--- config.mk ---
export PLATFORM = sky130hd
export DESIGN_NAME = bems_front
export DESIGN_NICKNAME = d
export VERILOG_FILES = /design/src/sv/bems_pkg.sv /design/src/sv/bems_front.sv
export SDC_FILE = /design/constraint.sdc
export NUM_CORES = 1
export LEC_CHECK = 0
export ABC_AREA = 1
export BUFFER_PORTS_ARGS = -buffer_cell sky130_fd_sc_hd__buf_2
export CORE_MARGIN = 5
export CORE_UTILIZATION = 30
export CTS_BUF_LIST = sky130_fd_sc_hd__clkbuf_16
export DETAILED_ROUTE_END_ITERATION = 7
export SLEW_MARGIN = 20
export SYNTH_ARGS = -nofsm -noshare
export SYNTH_HDL_FRONTEND = slang
export SYNTH_SLANG_ARGS = --single-unit
--- constraint.sdc ---
create_clock -name clk -period 1.8 [get_ports clk]
set_input_delay 0.09 -clock clk [delete_from_list [all_inputs] [get_ports clk]]
set_output_delay 0.09 -clock clk [all_outputs]
set_load 0.005 [all_outputs]
--- src/sv/bems_pkg.sv ---
// Shared types, constants and decode tables for the braille entry Morse sender.
// Used by bems_front, bems_back and braille_entry_morse_sender.
package bems_pkg;

  localparam int STORE_DEPTH = 256;
  localparam int LEN_W       = $clog2(STORE_DEPTH + 1);
  localparam int POS_W       = $clog2(STORE_DEPTH);
  localparam int ADDR_W      = POS_W + 1;
  localparam int QUEUE_DEPTH = 2;

  localparam logic [7:0] CH_SPACE = 8'h20;
  localparam logic [7:0] CH_HASH  = 8'h23;
  localparam logic [7:0] CH_ZERO  = 8'h30;
  localparam logic [7:0] CH_ONE   = 8'h31;
  localparam logic [7:0] CH_A     = 8'h61;
  localparam logic [7:0] CH_I     = 8'h69;
  localparam logic [7:0] CH_J     = 8'h6A;
  localparam logic [5:0] CELL_LEAVE_NUM = 6'b000011;

  typedef enum logic [1:0] {
    FN_TICK  = 2'd0,
    FN_ENTER = 2'd1,
    FN_BACK  = 2'd2,
    FN_SEND  = 2'd3
  } func_t;

  typedef enum logic [3:0] {
    ST_TICK     = 4'd0,
    ST_ADDED    = 4'd1,
    ST_NUM_LEFT = 4'd2,
    ST_INVALID  = 4'd3,
    ST_FULL     = 4'd4,
    ST_DELETED  = 4'd5,
    ST_EMPTY    = 4'd6,
    ST_SEND     = 4'd7,
    ST_SEND_IGN = 4'd8
  } status_t;

  typedef enum logic [2:0] {
    CFG_LIMIT  = 3'd0,
    CFG_UNIT   = 3'd1,
    CFG_DASH   = 3'd2,
    CFG_LETTER = 3'd3,
    CFG_WORD   = 3'd4,
    CFG_OK     = 3'd5,
    CFG_ERR    = 3'd6
  } cfg_idx_t;

  typedef struct packed {
    logic [8:0]  message_limit;
    logic [15:0] unit_ticks;
    logic [3:0]  dash_units;
    logic [3:0]  letter_gap_units;
    logic [3:0]  word_gap_units;
    logic [3:0]  ok_pulse_units;
    logic [3:0]  error_pulse_units;
  } cfg_t;

  typedef struct packed {
    logic [1:0] func;
    logic [5:0] dots;
    logic [7:0] ch;
  } item_t;

  // Braille cell to character, zero for cells with no meaning.
  function automatic logic [7:0] cell_char(input logic [5:0] dots);
    logic [7:0] c;
    c = 8'h00;
    case (dots)
      6'h00: c = 8'h20;  6'h20: c = 8'h61;  6'h30: c = 8'h62;  6'h24: c = 8'h63;
      6'h26: c = 8'h64;  6'h22: c = 8'h65;  6'h34: c = 8'h66;  6'h36: c = 8'h67;
      6'h32: c = 8'h68;  6'h14: c = 8'h69;  6'h16: c = 8'h6A;  6'h28: c = 8'h6B;
      6'h38: c = 8'h6C;  6'h2C: c = 8'h6D;  6'h2E: c = 8'h6E;  6'h2A: c = 8'h6F;
      6'h3C: c = 8'h70;  6'h3E: c = 8'h71;  6'h3A: c = 8'h72;  6'h1C: c = 8'h73;
      6'h1E: c = 8'h74;  6'h29: c = 8'h75;  6'h39: c = 8'h76;  6'h17: c = 8'h77;
      6'h2D: c = 8'h78;  6'h2F: c = 8'h79;  6'h2B: c = 8'h7A;  6'h0F: c = 8'h23;
      default: c = 8'h00;
    endcase
    return c;
  endfunction

  // Morse elements, first element in bit 0 (dash = 1), marker bit above the last.
  function automatic logic [7:0] morse_pat(input logic [7:0] c);
    logic [7:0] p;
    p = 8'd0;
    case (c)
      8'h61: p = 8'd6;   8'h62: p = 8'd17;  8'h63: p = 8'd21;  8'h64: p = 8'd9;
      8'h65: p = 8'd2;   8'h66: p = 8'd20;  8'h67: p = 8'd11;  8'h68: p = 8'd16;
      8'h69: p = 8'd4;   8'h6A: p = 8'd30;  8'h6B: p = 8'd13;  8'h6C: p = 8'd18;
      8'h6D: p = 8'd7;   8'h6E: p = 8'd5;   8'h6F: p = 8'd15;  8'h70: p = 8'd22;
      8'h71: p = 8'd27;  8'h72: p = 8'd10;  8'h73: p = 8'd8;   8'h74: p = 8'd3;
      8'h75: p = 8'd12;  8'h76: p = 8'd24;  8'h77: p = 8'd14;  8'h78: p = 8'd25;
      8'h79: p = 8'd29;  8'h7A: p = 8'd19;
      8'h30: p = 8'd63;  8'h31: p = 8'd62;  8'h32: p = 8'd60;  8'h33: p = 8'd56;
      8'h34: p = 8'd48;  8'h35: p = 8'd32;  8'h36: p = 8'd33;  8'h37: p = 8'd35;
      8'h38: p = 8'd39;  8'h39: p = 8'd47;
      default: p = 8'd0;
    endcase
    return p;
  endfunction

endpackage

--- src/sv/bems_front.sv ---
// Front end: takes input beats, decodes the braille cell, queues the events.
// Depends on bems_pkg.
module bems_front (
  input  logic            clk,
  input  logic            rst_n,
  input  logic            in_valid,
  output logic            in_ready,
  input  logic [1:0]      in_func,
  input  logic [5:0]      in_cell,
  output logic            q_valid,
  output bems_pkg::item_t q_item,
  input  logic            q_pop
);

  localparam int PTR_W = $clog2(bems_pkg::QUEUE_DEPTH);
  localparam int CNT_W = $clog2(bems_pkg::QUEUE_DEPTH + 1);

  bems_pkg::item_t q_mem_r [bems_pkg::QUEUE_DEPTH];
  logic [PTR_W-1:0] wr_ptr_r, wr_ptr_nxt;
  logic [PTR_W-1:0] rd_ptr_r, rd_ptr_nxt;
  logic [CNT_W-1:0] cnt_r, cnt_nxt;
  logic push, pop;

  assign in_ready = (cnt_r != CNT_W'(bems_pkg::QUEUE_DEPTH));
  assign push     = in_valid && in_ready;
  assign q_valid  = (cnt_r != '0);
  assign pop      = q_pop && q_valid;
  assign q_item   = q_mem_r[rd_ptr_r];

  always_comb begin
    wr_ptr_nxt = push ? wr_ptr_r + PTR_W'(1) : wr_ptr_r;
    rd_ptr_nxt = pop ? rd_ptr_r + PTR_W'(1) : rd_ptr_r;
    cnt_nxt    = cnt_r + CNT_W'(push) - CNT_W'(pop);
  end

  always_ff @(posedge clk) begin
    if (!rst_n) begin
      wr_ptr_r <= '0;
      rd_ptr_r <= '0;
      cnt_r    <= '0;
    end else begin
      wr_ptr_r <= wr_ptr_nxt;
      rd_ptr_r <= rd_ptr_nxt;
      cnt_r    <= cnt_nxt;
    end
  end

  // Classify on the way in: keep the decoded character with the event.
  always_ff @(posedge clk) begin
    if (push) begin
      q_mem_r[wr_ptr_r] <= '{func: in_func, dots: in_cell,
                             ch: bems_pkg::cell_char(in_cell)};
    end
  end

endmodule

==> run metrics <==
GP Congestion 0.928; Worst Setup End Kind output pin; dominant synthesized flop cell edfxtp_1; Final Core Density around 37%; worst min path class input pin to flip-flop; syn_area_per_cell around 11 µm²; setup tns final 0 ns; DR iter-0 viols 66; post-DP HPWL ~2.6 mm; initial antenna violation count 0; Setup Viol. Count Final 0; Async SR Flop Fraction 0%; first-pass GRT wire length roughly 6.1 mm; yosys warns 0; WL/cell 12.8 µm; clk sink count 35; PortBufs 28; Seq/Total Area, Yosys 53.5%; most common cell in the netlist nand2_1; Worst Skew around 0.0016 ns; Routed Antenna Nets 0; vias in the first global route ~1.3k; Crit Path Max Fanout 11; largest net degree at the start of global routing 16; clock slew at reported path FFs ~0.050 ns; Slew Limit Fails 0; ANT cells 0; RSZ-0062 raised after global routing false; chip height between 80 and 90 µm; CTS tree built; area of the mapped netlist between 1500 and 2000 µm²; root buffer cell clkbuf_16; Final Hold Fails 0; H-tree depth 2; Die X-Extent approximately 89 µm; io pins 30; DIE AREA ~7900 µm²; leakage power roughly 0.96 nW; critical path type flip-flop to output pin; Worst Setup Start Kind flip-flop; total gr overflow 0; post-cts sizing count 0; DR DRC count 0; status completed; final WL 3.65 mm; Fmax about 660 MHz; pwr/cell area 1180 nW/µm²; share of cells above drive strength 1 36.2%; synthesized instance count around 180; post-synth top area share 48.2%; Bufs on Longest Clock Path 2; Fillers slightly below 600; Period minus WS final around 1.5 ns; Area contributors post-synth edfxtp_1, mux2_2, nand2_1; GRT Util Overall about a tenth; number of synthesized flops with an enable pin 30; fin nets ~230; Pre-Repair DR Iteration Count 4; Syn Nets 195; crit path DAT roughly 1.4 ns; maximum vdd drop approximately 530 µV; top post-synthesis cells by count nand2_1, edfxtp_1, mux2_2, inv_1, nand3_1; # rows 28; Netlist cell types 28; Seq cells post-synth 35; Core Footprint between 5000 and 6000 µm²; maxcap violations 0; R2R Setup Slk 0.35 ns; Yosys top cell by area edfxtp_1; cts bufs inserted 5; hold buffer count at CTS 0; via count 1323; worst-skew pair later-pin latency 0.28 ns; Area growth syn-to-layout 19.0%; setup bufs post-CTS 0; Initial Util 31.2%; Worst EP required between 1.5 and 2 ns; vias per cell around 4.6; final worst path period share 83.8%
## power breakdown
part | internal (mW) | total (mW) | switching, mW
Combinational | 0.350 | 0.724 | 0.374
Sequential | 1.05 | 1.11 | 0.0568
Clock | 0.497 | 0.794 | 0.298
Total | 1.90 | 2.63 | 0.728
## cell type report
type	instances	area [µm²]	area share, %
Clock buffer	5	125	5.62
Multi-Input combinational cell	116	733	32.9
Sequential cell	35	1000	45.0
Tap cell	75	93.8	4.22
Clock inverter	3	11.3	0.506
Timing Repair Buffer	32	183	8.21
Inverter	19	78.8	3.54
## flip-flops by register name (all words and copies together), names as in the netlist, named ones only
signal and flops:
cnt_r 2, rd_ptr_r 1, wr_ptr_r 1, q_mem_r 30
## layout by cell type (no fill, tap or decap), types with 3 or more instances in the layout
cell type / n
ha_1: 7
clkbuf_16: 5
nor3_1: 3
buf_4: 3
inv_1: 13
edfxtp_1: 30
inv_2: 6
nand2_2: 5
buf_2: 28
mux2_2: 15
nand4_1: 4
dfxtp_1: 5
nor2_2: 4
nand2_1: 38
a21oi_1: 6
nand3_1: 12
nor2_1: 8
## path summary, 6_finish.rpt
check	startpoint	endpoint	cells after the start
max reg2reg	cnt_r[1]	cnt_r[1]	8
min	in_func[1]	q_mem_r[0][15]	1
max	flip-flop	q_item[13]	3
min reg2reg	rd_ptr_r	flip-flop	2
## stage by stage
| stage | setup slack (ns) | cells | hold WS [ns] | total power [mW] | cell area, µm² |
|---|---|---|---|---|---|
| after floorplan | 0.169 | 176 | 0.183 | 1.59 | 1870 |
| after global placement | 0.376 | 277 | 0.285 | 1.86 | 2090 |
| after detailed placement | 0.345 | 277 | 0.289 | 1.86 | 2090 |
| after CTS | 0.272 | 285 | 0.00262 | 2.66 | 2230 |
| after global routing | 0.214 | 285 | 0.000256 | 2.78 | 2230 |
| final | 0.291 | 285 | 0.00596 | 2.63 | 2230 |
## critical path, stage by stage (launching register included)
cell and delay, ns:
dfxtp_1 0.49, buf_12 0.18, mux2_2 0.34, buf_2 0.13
## per-layer routing
layer  part of all wire (%)  global-route usage (%)  up-vias
met4                    1.7                    5.41        0
met3                    6.0                    2.86        7
met2                     46                    15.6       41
met5                      0                       0        -
li1                       -                       -      657
met1                     46                    13.1      618
## logic make-up after synthesis
group           share of synthesized area [%]
fa+ha+maj                                4.68
flops                                    53.5
simple gates                             21.5
buf+inv                                  7.29
xor+xnor                                0.937
other cells                             0.200
mux                                      9.03
compound gates                           2.88
Power figures use the tool's default switching activity.
